[config.mk]
export PLATFORM = sky130hd
export DESIGN_NAME = multi_pin_soft_pwm_scheduler
export DESIGN_NICKNAME = d
export VERILOG_FILES = /design/src/design/mpsp_pkg.sv /design/src/design/multi_pin_soft_pwm_scheduler.sv /design/src/design/mpsp_div.sv /design/src/design/mpsp_dpath.sv /design/src/design/mpsp_ctrl.sv
export SDC_FILE = /design/constraint.sdc
export NUM_CORES = 2
export LEC_CHECK = 0
export BUFFER_PORTS_ARGS = -buffer_cell sky130_fd_sc_hd__clkbuf_2
export CAP_MARGIN = 10
export CELL_PAD_IN_SITES_DETAIL_PLACEMENT = 1
export CELL_PAD_IN_SITES_GLOBAL_PLACEMENT = 1
export CORE_ASPECT_RATIO = 0.7
export CORE_MARGIN = 4
export CORE_UTILIZATION = 35
export DETAILED_ROUTE_END_ITERATION = 6
export GPL_TIMING_DRIVEN = 0
export PLACE_DENSITY_LB_ADDON = 0.15
export SKIP_CTS_REPAIR_TIMING = 1
export SLEW_MARGIN = 0
export SYNTH_ARGS = -nofsm -noshare
export SYNTH_HDL_FRONTEND = slang
export SYNTH_HIERARCHICAL = 1
export SYNTH_SLANG_ARGS = --single-unit
[constraint.sdc]
create_clock -name clk_i -period 18.6 [get_ports clk_i]
set_input_delay 1.86 -clock clk_i [delete_from_list [all_inputs] [get_ports clk_i]]
set_output_delay 1.86 -clock clk_i [all_outputs]
set_load 0.005 [all_outputs]
[src/design/mpsp_pkg.sv]
// Package for the multi-pin soft PWM scheduler: shared widths, codes and beat types.
// No dependencies; every other design file imports it.
`default_nettype none
package mpsp_pkg;

  localparam int unsigned PIN_COUNT = 24;
  localparam int unsigned PIN_W     = 5;
  localparam int unsigned FREQ_W    = 19;
  localparam int unsigned INFREQ_W  = 20;
  localparam int unsigned DUTY_W    = 7;
  localparam int unsigned DELAY_W   = 20;
  localparam int unsigned DIV_W     = 27;
  localparam int unsigned TIME_W    = 64;
  localparam int unsigned CFG_IDX_W = 1;

  localparam logic [DUTY_W-1:0]  DUTY_MAX  = 7'd100;
  localparam logic [DELAY_W-1:0] MIN_DELAY = 20'd2;
  localparam logic [DELAY_W-1:0] MIN_PERIOD = 20'd2;

  localparam logic [CFG_IDX_W-1:0] REG_MIN_FREQ = 1'b0;
  localparam logic [CFG_IDX_W-1:0] REG_MAX_FREQ = 1'b1;

  typedef enum logic [1:0] {
    OP_START = 2'd0,
    OP_STOP  = 2'd1,
    OP_LEVEL = 2'd2,
    OP_TICK  = 2'd3
  } op_e;

  typedef struct packed {
    op_e                 op;
    logic [PIN_W-1:0]    pin_index;
    logic [INFREQ_W-1:0] freq_hz;
    logic [DUTY_W-1:0]   duty_percent;
    logic                level;
  } in_beat_t;

  typedef struct packed {
    logic [PIN_COUNT-1:0] pin_levels;
    logic [PIN_COUNT-1:0] soft_mask;
    logic [FREQ_W-1:0]    actual_freq_hz;
    logic                 timer_restart;
    logic [DELAY_W-1:0]   next_delay_us;
  } out_beat_t;

  typedef struct packed {
    logic capture;
    logic clamp;
    logic div_start;
    logic pct_mul;
    logic mul;
    logic apply;
    logic manual;
    logic tick_adv;
    logic tick_resync;
    logic tick_step;
    logic tick_next;
    logic finish;
  } cmd_t;

  typedef struct packed {
    op_e  op;
    logic pin_ok;
    logic div_done;
    logic cur_tog;
    logic due;
    logic last_pin;
  } sts_t;

endpackage
`default_nettype wire

[src/design/multi_pin_soft_pwm_scheduler.sv]
// Multi-pin software PWM scheduler, top level.
// Input beats carry an op (start, stop, manual level, timer expiry) for a table
// of 24 pins; each accepted beat yields exactly one result beat with all pin
// levels, the soft mode mask, the applied frequency and any timer restart.
// Both channels use valid/stall; a beat moves when valid is high and stall low.
// The block holds one beat at a time: in_stall_o is high from acceptance until
// the result is written to the output register. A start makes one pass through
// the serial divider for the period, then a reciprocal multiply for the duty
// split; a timer expiry walks all 24 pins and replays each due edge.
// A finished result waits in the output register while out_stall_i is high;
// the next beat is accepted meanwhile and its result waits until the slot frees.
// min_freq_hz and max_freq_hz are written through cfg_we_i/cfg_idx_i/cfg_wdata_i,
// and the user must write them only while the block is idle; the block itself
// does not enforce this. Reset (rst_ni low, asynchronous) puts every pin in
// manual mode, low, and clears virtual time; the limits return to 1 and 10000.
// Depends on mpsp_pkg, mpsp_ctrl, mpsp_dpath and mpsp_div.
`default_nettype none
module multi_pin_soft_pwm_scheduler #(
  parameter int unsigned TICK_HZ = 1000000
) (
  input  wire logic                           clk_i,
  input  wire logic                           rst_ni,
  input  wire logic                           cfg_we_i,
  input  wire logic [mpsp_pkg::CFG_IDX_W-1:0] cfg_idx_i,
  input  wire logic [mpsp_pkg::FREQ_W-1:0]    cfg_wdata_i,
  input  wire logic                           in_valid_i,
  output logic                                in_stall_o,
  input  wire mpsp_pkg::in_beat_t             in_beat_i,
  output logic                                out_valid_o,
  input  wire logic                           out_stall_i,
  output mpsp_pkg::out_beat_t                 out_beat_o
);
  import mpsp_pkg::*;

  cmd_t cmd;
  sts_t sts;

  mpsp_ctrl u_ctrl (
    .clk_i       (clk_i),
    .rst_ni      (rst_ni),
    .in_valid_i  (in_valid_i),
    .in_stall_o  (in_stall_o),
    .out_valid_o (out_valid_o),
    .out_stall_i (out_stall_i),
    .sts_i       (sts),
    .cmd_o       (cmd)
  );

  mpsp_dpath #(
    .TICK_HZ (TICK_HZ)
  ) u_dpath (
    .clk_i       (clk_i),
    .rst_ni      (rst_ni),
    .cfg_we_i    (cfg_we_i),
    .cfg_idx_i   (cfg_idx_i),
    .cfg_wdata_i (cfg_wdata_i),
    .in_beat_i   (in_beat_i),
    .cmd_i       (cmd),
    .sts_o       (sts),
    .out_beat_o  (out_beat_o)
  );

endmodule
`default_nettype wire

[src/design/mpsp_div.sv]
// Serial restoring divider, one quotient bit per cycle.
// Depends on mpsp_pkg for operand widths.
`default_nettype none
module mpsp_div (
  input  wire logic                        clk_i,
  input  wire logic                        rst_ni,
  input  wire logic                        start_i,
  input  wire logic [mpsp_pkg::DIV_W-1:0]  dividend_i,
  input  wire logic [mpsp_pkg::FREQ_W-1:0] divisor_i,
  output logic                             done_o,
  output logic [mpsp_pkg::DIV_W-1:0]       quot_o
);
  import mpsp_pkg::*;

  localparam int unsigned CNT_W = $clog2(DIV_W + 1);

  logic               busy_q, busy_d;
  logic               done_q, done_d;
  logic [CNT_W-1:0]   cnt_q, cnt_d;
  logic [DIV_W-1:0]   dvd_q, dvd_d;
  logic [FREQ_W-1:0]  rem_q, rem_d;
  logic [FREQ_W-1:0]  dsr_q, dsr_d;
  logic [FREQ_W:0]    trial;
  logic               ge;

  assign trial = {rem_q, dvd_q[DIV_W-1]};
  assign ge    = trial >= {1'b0, dsr_q};

  always_comb begin
    busy_d = busy_q;
    done_d = 1'b0;
    cnt_d  = cnt_q;
    dvd_d  = dvd_q;
    rem_d  = rem_q;
    dsr_d  = dsr_q;
    if (start_i) begin
      busy_d = 1'b1;
      cnt_d  = '0;
      dvd_d  = dividend_i;
      rem_d  = '0;
      dsr_d  = divisor_i;
    end else if (busy_q) begin
      rem_d = ge ? FREQ_W'(trial - {1'b0, dsr_q}) : FREQ_W'(trial);
      dvd_d = {dvd_q[DIV_W-2:0], ge};
      cnt_d = cnt_q + CNT_W'(1);
      if (cnt_q == CNT_W'(DIV_W - 1)) begin
        busy_d = 1'b0;
        done_d = 1'b1;
      end
    end
  end

  always_ff @(posedge clk_i or negedge rst_ni) begin
    if (!rst_ni) begin
      busy_q <= 1'b0;
      done_q <= 1'b0;
      cnt_q  <= '0;
    end else begin
      busy_q <= busy_d;
      done_q <= done_d;
      cnt_q  <= cnt_d;
    end
  end

  always_ff @(posedge clk_i) begin
    dvd_q <= dvd_d;
    rem_q <= rem_d;
    dsr_q <= dsr_d;
  end

  assign done_o = done_q;
  assign quot_o = dvd_q;

endmodule
`default_nettype wire

[src/design/mpsp_dpath.sv]
// Datapath: config registers, pin table, virtual time, tick walk and result register.
// Depends on mpsp_pkg and mpsp_div.
`default_nettype none
module mpsp_dpath #(
  parameter int unsigned TICK_HZ = 1000000
) (
  input  wire logic                           clk_i,
  input  wire logic                           rst_ni,
  input  wire logic                           cfg_we_i,
  input  wire logic [mpsp_pkg::CFG_IDX_W-1:0] cfg_idx_i,
  input  wire logic [mpsp_pkg::FREQ_W-1:0]    cfg_wdata_i,
  input  wire mpsp_pkg::in_beat_t             in_beat_i,
  input  wire mpsp_pkg::cmd_t                 cmd_i,
  output mpsp_pkg::sts_t                      sts_o,
  output mpsp_pkg::out_beat_t                 out_beat_o
);
  import mpsp_pkg::*;

  localparam logic [DIV_W-1:0]   TICK_DVD = DIV_W'(TICK_HZ);
  localparam logic [DELAY_W-1:0] TICK_DLY = DELAY_W'(TICK_HZ);
  // divide by 100 as a quarter times ceil(2^30 / 25), shifted down by 30
  localparam logic [25:0]        RECIP_25 = 26'd42949673;

  in_beat_t             beat_q;
  logic [FREQ_W-1:0]    fmin_q, fmax_q;
  logic [FREQ_W-1:0]    freq_q;
  logic [DUTY_W-1:0]    duty_q;
  logic [DELAY_W-1:0]   period_q;
  logic [DIV_W-1:0]     prod_q;
  logic [DELAY_W-1:0]   hiv_q;
  logic                 restart_q;
  logic [DELAY_W-1:0]   delay_q;
  logic [PIN_COUNT-1:0] soft_q, tog_q, lvl_q;
  logic [DELAY_W-1:0]   hi_q  [PIN_COUNT];
  logic [DELAY_W-1:0]   lo_q  [PIN_COUNT];
  logic [TIME_W-1:0]    nxt_q [PIN_COUNT];
  logic [TIME_W-1:0]    now_q;
  logic [DELAY_W-1:0]   last_q;
  logic [PIN_W-1:0]     ptr_q;
  logic                 any_q;
  logic [DELAY_W-1:0]   mind_q;
  out_beat_t            out_q;

  logic [INFREQ_W-1:0]  f_in;
  logic [FREQ_W-1:0]    f_clamp;
  logic [DUTY_W-1:0]    d_clamp;
  logic                 div_done;
  logic [DIV_W-1:0]     div_quot;
  logic [49:0]          pct_full;
  logic [DELAY_W-1:0]   per_raw, per_fix;
  logic [DELAY_W-1:0]   hi_new, lo_new;
  logic [PIN_W-1:0]     pidx;
  logic [DELAY_W:0]     per_sum;
  logic [TIME_W-1:0]    nxt_cur, late_lim;
  logic [DELAY_W-1:0]   delta;
  logic [DELAY_W-1:0]   tick_dly;
  logic                 pin_ok;

  assign pidx   = beat_q.pin_index;
  assign pin_ok = beat_q.pin_index < PIN_W'(PIN_COUNT);

  always_comb begin
    f_in = beat_q.freq_hz;
    if (f_in < {1'b0, fmin_q}) begin
      f_clamp = fmin_q;
    end else if (f_in > {1'b0, fmax_q}) begin
      f_clamp = fmax_q;
    end else begin
      f_clamp = f_in[FREQ_W-1:0];
    end
    if (f_clamp == '0) begin
      f_clamp = FREQ_W'(1);
    end
    d_clamp = (beat_q.duty_percent > DUTY_MAX) ? DUTY_MAX : beat_q.duty_percent;
  end

  mpsp_div u_div (
    .clk_i      (clk_i),
    .rst_ni     (rst_ni),
    .start_i    (cmd_i.div_start),
    .dividend_i (TICK_DVD),
    .divisor_i  (freq_q),
    .done_o     (div_done),
    .quot_o     (div_quot)
  );

  assign pct_full = 50'(prod_q[DIV_W-1:2]) * 50'(RECIP_25);
  assign per_raw  = div_quot[DELAY_W-1:0];
  assign per_fix  = (per_raw < MIN_PERIOD) ? MIN_PERIOD : per_raw;
  assign hi_new   = hiv_q;
  assign lo_new   = period_q - hi_new;
  assign nxt_cur  = nxt_q[ptr_q];
  assign per_sum  = {1'b0, hi_q[ptr_q]} + {1'b0, lo_q[ptr_q]};
  assign late_lim = nxt_cur + TIME_W'(per_sum);
  assign delta    = DELAY_W'(nxt_cur - now_q);

  always_comb begin
    tick_dly = any_q ? mind_q : TICK_DLY;
    if (tick_dly < MIN_DELAY) begin
      tick_dly = MIN_DELAY;
    end
  end

  always_ff @(posedge clk_i or negedge rst_ni) begin
    if (!rst_ni) begin
      fmin_q    <= FREQ_W'(1);
      fmax_q    <= FREQ_W'(10000);
      soft_q    <= '0;
      tog_q     <= '0;
      lvl_q     <= '0;
      now_q     <= '0;
      last_q    <= '0;
      ptr_q     <= '0;
      any_q     <= 1'b0;
      restart_q <= 1'b0;
    end else begin
      if (cfg_we_i) begin
        if (cfg_idx_i == REG_MIN_FREQ) begin
          fmin_q <= cfg_wdata_i;
        end else begin
          fmax_q <= cfg_wdata_i;
        end
      end
      if (cmd_i.capture) begin
        restart_q <= 1'b0;
      end
      if (cmd_i.apply) begin
        soft_q[pidx] <= 1'b1;
        if (duty_q == '0 || hi_new == '0) begin
          tog_q[pidx] <= 1'b0;
          lvl_q[pidx] <= 1'b0;
        end else if (duty_q == DUTY_MAX || lo_new == '0) begin
          tog_q[pidx] <= 1'b0;
          lvl_q[pidx] <= 1'b1;
        end else begin
          tog_q[pidx] <= 1'b1;
          lvl_q[pidx] <= 1'b1;
          if (tog_q == '0) begin
            last_q    <= MIN_DELAY;
            restart_q <= 1'b1;
          end
        end
      end
      if (cmd_i.manual) begin
        if (soft_q[pidx]) begin
          soft_q[pidx] <= 1'b0;
          tog_q[pidx]  <= 1'b0;
        end
        if (beat_q.op == OP_LEVEL) begin
          lvl_q[pidx] <= beat_q.level;
        end else if (soft_q[pidx]) begin
          lvl_q[pidx] <= 1'b0;
        end
      end
      if (cmd_i.tick_adv) begin
        now_q     <= now_q + TIME_W'(last_q);
        ptr_q     <= '0;
        any_q     <= 1'b0;
        restart_q <= 1'b1;
      end
      if (cmd_i.tick_step) begin
        lvl_q[ptr_q] <= ~lvl_q[ptr_q];
      end
      if (cmd_i.tick_next) begin
        if (tog_q[ptr_q] && (!any_q || delta < mind_q)) begin
          any_q <= 1'b1;
        end
        ptr_q <= ptr_q + PIN_W'(1);
      end
      if (cmd_i.finish && beat_q.op == OP_TICK) begin
        last_q <= tick_dly;
      end
    end
  end

  always_ff @(posedge clk_i) begin
    if (cmd_i.capture) begin
      beat_q <= in_beat_i;
      freq_q <= '0;
    end
    if (cmd_i.clamp) begin
      freq_q <= f_clamp;
      duty_q <= d_clamp;
    end
    if (cmd_i.mul) begin
      period_q <= per_fix;
      prod_q   <= DIV_W'(per_fix) * DIV_W'(duty_q);
    end
    if (cmd_i.pct_mul) begin
      hiv_q <= pct_full[49:30];
    end
    if (cmd_i.apply) begin
      hi_q[pidx] <= hi_new;
      lo_q[pidx] <= lo_new;
      if (duty_q != '0 && hi_new != '0 && duty_q != DUTY_MAX && lo_new != '0) begin
        nxt_q[pidx] <= now_q + TIME_W'(hi_new);
      end
    end
    if (cmd_i.tick_resync && tog_q[ptr_q] && now_q > late_lim) begin
      nxt_q[ptr_q] <= now_q;
    end
    if (cmd_i.tick_step) begin
      nxt_q[ptr_q] <= nxt_cur + TIME_W'(lvl_q[ptr_q] ? lo_q[ptr_q] : hi_q[ptr_q]);
    end
    if (cmd_i.tick_next && tog_q[ptr_q] && (!any_q || delta < mind_q)) begin
      mind_q <= delta;
    end
    if (cmd_i.finish) begin
      out_q.pin_levels     <= lvl_q;
      out_q.soft_mask      <= soft_q;
      out_q.actual_freq_hz <= freq_q;
      if (beat_q.op == OP_TICK) begin
        out_q.timer_restart <= 1'b1;
        out_q.next_delay_us <= tick_dly;
      end else begin
        out_q.timer_restart <= restart_q;
        out_q.next_delay_us <= restart_q ? MIN_DELAY : '0;
      end
    end
  end

  assign sts_o.op       = beat_q.op;
  assign sts_o.pin_ok   = pin_ok;
  assign sts_o.div_done = div_done;
  assign sts_o.cur_tog  = tog_q[ptr_q];
  assign sts_o.due      = nxt_cur <= now_q;
  assign sts_o.last_pin = ptr_q == PIN_W'(PIN_COUNT - 1);
  assign out_beat_o     = out_q;

endmodule
`default_nettype wire

[src/design/mpsp_ctrl.sv]
// Controller state machine: sequences start, stop, level and tick beats and the result slot.
// Depends on mpsp_pkg for command and status types.
`default_nettype none
module mpsp_ctrl (
  input  wire logic           clk_i,
  input  wire logic           rst_ni,
  input  wire logic           in_valid_i,
  output logic                in_stall_o,
  output logic                out_valid_o,
  input  wire logic           out_stall_i,
  input  wire mpsp_pkg::sts_t sts_i,
  output mpsp_pkg::cmd_t      cmd_o
);
  import mpsp_pkg::*;

  localparam logic [3:0] S_IDLE   = 4'd0;
  localparam logic [3:0] S_DECODE = 4'd1;
  localparam logic [3:0] S_CLAMP  = 4'd2;
  localparam logic [3:0] S_D1S    = 4'd3;
  localparam logic [3:0] S_D1W    = 4'd4;
  localparam logic [3:0] S_MUL    = 4'd5;
  localparam logic [3:0] S_SCALE  = 4'd6;
  localparam logic [3:0] S_APPLY  = 4'd7;
  localparam logic [3:0] S_TADV   = 4'd8;
  localparam logic [3:0] S_TCHK   = 4'd9;
  localparam logic [3:0] S_TSTEP  = 4'd10;
  localparam logic [3:0] S_TNEXT  = 4'd11;
  localparam logic [3:0] S_FIN    = 4'd12;

  logic [3:0] state_q, state_d;
  logic       out_valid_q, out_valid_d;
  cmd_t       cmd;

  always_comb begin
    state_d     = state_q;
    out_valid_d = out_valid_q && out_stall_i;
    cmd         = '0;
    case (state_q)
      S_IDLE: begin
        if (in_valid_i) begin
          cmd.capture = 1'b1;
          state_d     = S_DECODE;
        end
      end
      S_DECODE: begin
        if (sts_i.op == OP_TICK) begin
          state_d = S_TADV;
        end else if (!sts_i.pin_ok) begin
          state_d = S_FIN;
        end else if (sts_i.op == OP_START) begin
          state_d = S_CLAMP;
        end else begin
          cmd.manual = 1'b1;
          state_d    = S_FIN;
        end
      end
      S_CLAMP: begin
        cmd.clamp = 1'b1;
        state_d   = S_D1S;
      end
      S_D1S: begin
        cmd.div_start = 1'b1;
        state_d       = S_D1W;
      end
      S_D1W: begin
        if (sts_i.div_done) begin
          state_d = S_MUL;
        end
      end
      S_MUL: begin
        cmd.mul = 1'b1;
        state_d = S_SCALE;
      end
      S_SCALE: begin
        cmd.pct_mul = 1'b1;
        state_d     = S_APPLY;
      end
      S_APPLY: begin
        cmd.apply = 1'b1;
        state_d   = S_FIN;
      end
      S_TADV: begin
        cmd.tick_adv = 1'b1;
        state_d      = S_TCHK;
      end
      S_TCHK: begin
        cmd.tick_resync = 1'b1;
        state_d         = S_TSTEP;
      end
      S_TSTEP: begin
        if (sts_i.cur_tog && sts_i.due) begin
          cmd.tick_step = 1'b1;
        end else begin
          state_d = S_TNEXT;
        end
      end
      S_TNEXT: begin
        cmd.tick_next = 1'b1;
        state_d       = sts_i.last_pin ? S_FIN : S_TCHK;
      end
      S_FIN: begin
        if (!out_valid_q || !out_stall_i) begin
          cmd.finish  = 1'b1;
          out_valid_d = 1'b1;
          state_d     = S_IDLE;
        end
      end
      default: begin
        state_d = S_IDLE;
      end
    endcase
  end

  always_ff @(posedge clk_i or negedge rst_ni) begin
    if (!rst_ni) begin
      state_q     <= S_IDLE;
      out_valid_q <= 1'b0;
    end else begin
      state_q     <= state_d;
      out_valid_q <= out_valid_d;
    end
  end

  assign cmd_o       = cmd;
  assign in_stall_o  = state_q != S_IDLE;
  assign out_valid_o = out_valid_q;

`ifndef ASSERT_OFF
  a_fin_slot_free: assert property (@(posedge clk_i) disable iff (!rst_ni)
    cmd.finish |-> !(out_valid_q && out_stall_i))
    else $error("result loaded over a waiting beat");
  a_capture_decode: assert property (@(posedge clk_i) disable iff (!rst_ni)
    cmd.capture |=> state_q == S_DECODE)
    else $error("captured beat not decoded");
  a_div_to_mul: assert property (@(posedge clk_i) disable iff (!rst_ni)
    (state_q == S_D1W && sts_i.div_done) |=> state_q == S_MUL)
    else $error("period division result missed");
  a_finish_idle: assert property (@(posedge clk_i) disable iff (!rst_ni)
    cmd.finish |=> (state_q == S_IDLE && out_valid_o))
    else $error("finish did not present a result");
`endif

endmodule
`default_nettype wire

==> flow_metrics.tcl <==
set metrics [dict create \
    drc 0 \
    postLayoutSetupSlackWorst_ns -0.458 \
    synth_fa_ha_area_frac 0.0885 \
    hold_viol 0 \
    worstPathArrival_ns 19.74 \
    ir_drop_mv 0.0675 \
    period_share 1.02 \
    coreArea_sq_um 459000 \
    final_area_sq_um 186000 \
    async_flop_share 0.0708 \
    cp.required_ns 19.28 \
    cts_buffers 322 \
    synth_seq_area_share 0.553 \
    yosys-top-cells-area "edfxtp_1 52%, mux4_2 8.8%, mux2i_1 4.8%" \
    clock_latency_ns 1.05 \
    timing.rr.end "u_dpath/nxt_q[14][50]" \
    finalSetupTns_ns -64.80 \
    clkPwrFrac 0.474 \
    rows 208 \
    grt_start_max_net_pins 93 \
    die_area_sq_um 471000 \
    muxShareOfSynthArea 0.146 \
    cts_max_path_buffers 4 \
    cts_tree "done" \
    drt-initial-drc-count 18945 \
    r2r-start "u_dpath/ptr_q[3]" \
    synth_area_sq_um 161000 \
    crit_top_cell "clkbuf_1" \
    regToRegSetupSlack_ns -0.46 \
    ys_warn_count 6 \
    wl_per_cell_um 40.4 \
    timing.hold.ws_ns 0.468 \
    chipWidth_um 819 \
    p_int_mw 11.0 \
    ys_seq_elements 3008 \
    setup-violations-final 406 \
    dp_hpwl_um 580000 \
    status "finished, violations left" \
    synth-main-ff-cell "edfxtp_1" \
    synth-xor-area-share 0.0165 \
    synth_cells 11912 \
    switching_share 0.216 \
    synth_compound_gate_area_share 0.0871 \
    critPathMaxStageDelay_ns 1.14 \
    fmax_ghz 0.0525 \
    p_per_area_nw_per_um2 75.3 \
    start_util 0.351 \
    yosysTopAreaCellShare 0.517 \
    dpl_worst_slack_ns -0.594 \
    worstSetupPathType "flip-flop to flip-flop" \
    dpl_cell_area_sq_um 175000 \
    min_period_ns 19.06 \
    track_usage 0.319 \
    power_mw 14.0 \
    final_util 0.406 \
    antenna_found_initial 77 \
    violations "capacitance limit, slew limit, setup timing" \
    hp-start "u_dpath/freq_q[9]" \
    hp-class "flip-flop to flip-flop" \
    drt_wl_total_um 772000 \
    path_max_fanout 24 \
    slowest_stage "clkbuf_1" \
    drive_gt1_frac 0.174 \
    syn_area_per_cell_sq_um 13.5 \
    combPwrFrac 0.007 \
    grt_pass1_wl_um 1030000 \
    p_seq_frac 0.520 \
    clock-sinks 3008 \
    hold_path_end "u_dpath/out_beat_o[30]" \
    via_per_inst 6.25 \
    clkTransAtPathRegs_ns 0.07 \
    endpoint_kind "flip-flop" \
    grt.overflow.total 0 \
    r2r_cells 43 \
    placed_cells 18441 \
    worst_pin_slew_ns 1.59 \
    grt_pass1_vias 116759 \
    maxCapViolCount 4 \
    synth_edf_count 2776 \
    p_switching_mw 3.03 \
    ys_types 119 \
    relSlewSlack -0.0650 \
    synth_simple_gate_area_share 0.0651 \
    syn_to_final_growth_pct 15.7 \
    ios 150 \
    yosys.area.top_type "edfxtp_1" \
    io_buffers 149 \
    nFillCells 47128 \
    whs_path_depth 0 \
    cts-root-buf "clkbuf_16" \
    num-nets-final 13712 \
    die_h_um 576 \
    cts-htree-levels 5 \
    slew_viol_final 24 \
    final_cells 19104 \
    p_leak_nw 68.1 \
    critPathLaunch "u_dpath/ptr_q[3]" \
    firstDrtPassIters 6 \
    postRouteAntennaNets 0 \
    skew_ns 0.103 \
    vias 119459 \
    place.gp.congestion 0.992 \
    start_kind "flip-flop" \
    synth_top_family_by_area "multiplexers" \
]
==> synth_stat cells (all sizes together), types with 207 or more instances <==
master,count
clkbuf,492
nor2,772
o21ai,584
dfrtp,207
ha,613
mux4,643
buf,401
a21oi,747
nand2,838
mux2i,790
a22oi,236
fa,329
inv,704
edfxtp,2776
xnor2,221
==> power by group through the flow <==
stage,clock (mW),combinational [mW],sequential (mW)
2_1_floorplan,0,0.0495,7.44
3_3_place_gp,0,0.0879,7.44
3_5_place_dp,0,0.0913,7.44
4_1_cts,6.73,0.0922,7.30
5_1_grt,7.01,0.103,7.30
6_report,6.65,0.0918,7.30
==> cell type report <==
cell class / instances / area (sq um) / area share
sequential: 3008 / 89100 / 0.478
multi-input combinational: 7325 / 65700 / 0.352
clock buffer: 411 / 8490 / 0.0456
tap: 6090 / 7620 / 0.0409
timing repair buffer: 449 / 6280 / 0.0337
buffer: 895 / 4480 / 0.0240
inverter: 709 / 2720 / 0.0146
clock inverter: 171 / 1950 / 0.0105
antenna: 46 / 115 / 0.000618
==> cell usage in the layout (no fill, tap or decap), types with 116 or more instances in the layout <==
cell type  count
clkbuf_2     165
nand2_1      829
mux2i_1      770
edfxtp_1    2776
buf_8        116
inv_1        679
a22oi_1      235
a21o_1       141
mux4_2       629
fa_1         329
clkbuf_16    323
nor2_1       761
clkbuf_1     552
xnor2_1      210
a21oi_1      710
o21ai_0      573
buf_2        272
ha_1         613
dfrtp_1      207
==> layer usage <==
metal	up-vias	global-route usage	wire [um]
met5	-	0.00684	711
met4	40	0.0963	27100
met3	1228	0.134	116000
met2	8224	0.414	293000
met1	63586	0.477	334000
li1	46381	-	-
==> worst max-delay path: cells and delay by family, from the launching register on <==
kind,cells,cell delay (ns)
AOI/OAI and AO/OA,11,3.40
xor gates and xnor gates,1,0.17
adders and majority gates,3,1.30
buffers and inverters,18,9.49
DFF,1,0.39
and+or+nand+nor,10,3.60
==> cells by family (layout without fill, tap and decap cells) <==
logic type,count (synthesis),in the layout
simple gates,2310,2310
buf+inv,1604,2635
mux,1518,1518
fa+ha+maj,942,942
compound gates,2226,2226
other cells,2,73
flops,3008,3008
xor+xnor,302,302
==> worst max path at each step <==
| stage | endpoint | slack, ns | cells past startpoint |
|---|---|---|---|
| 6_report | u_dpath/nxt_q[14][50] | -0.46 | 43 |
| 5_1_grt | u_dpath/nxt_q[16][62] | -0.008 | 45 |
| 4_1_cts | u_dpath/nxt_q[16][62] | -0.77 | 45 |
| 3_5_place_dp | u_dpath/nxt_q[16][57] | -0.59 | 45 |
| 3_3_place_gp | u_dpath/nxt_q[15][51] | -10.74 | 33 |
| 2_1_floorplan | u_dpath/nxt_q[19][0] | 7.28 | 41 |
==> flip-flops by register name (all words and copies together), names as in the netlist, 24 cells and up <==
name / flops
u_dpath/soft_q: 24
u_dpath/u_div/quot_o: 27
u_dpath/nxt_q: 1536
u_dpath/hi_q: 480
u_dpath/lvl_q: 24
u_dpath/tog_q: 24
u_dpath/now_q: 64
u_dpath/prod_q: 25
u_dpath/lo_q: 480
u_dpath/out_beat_o: 88
Power figures use the tool's default switching activity.
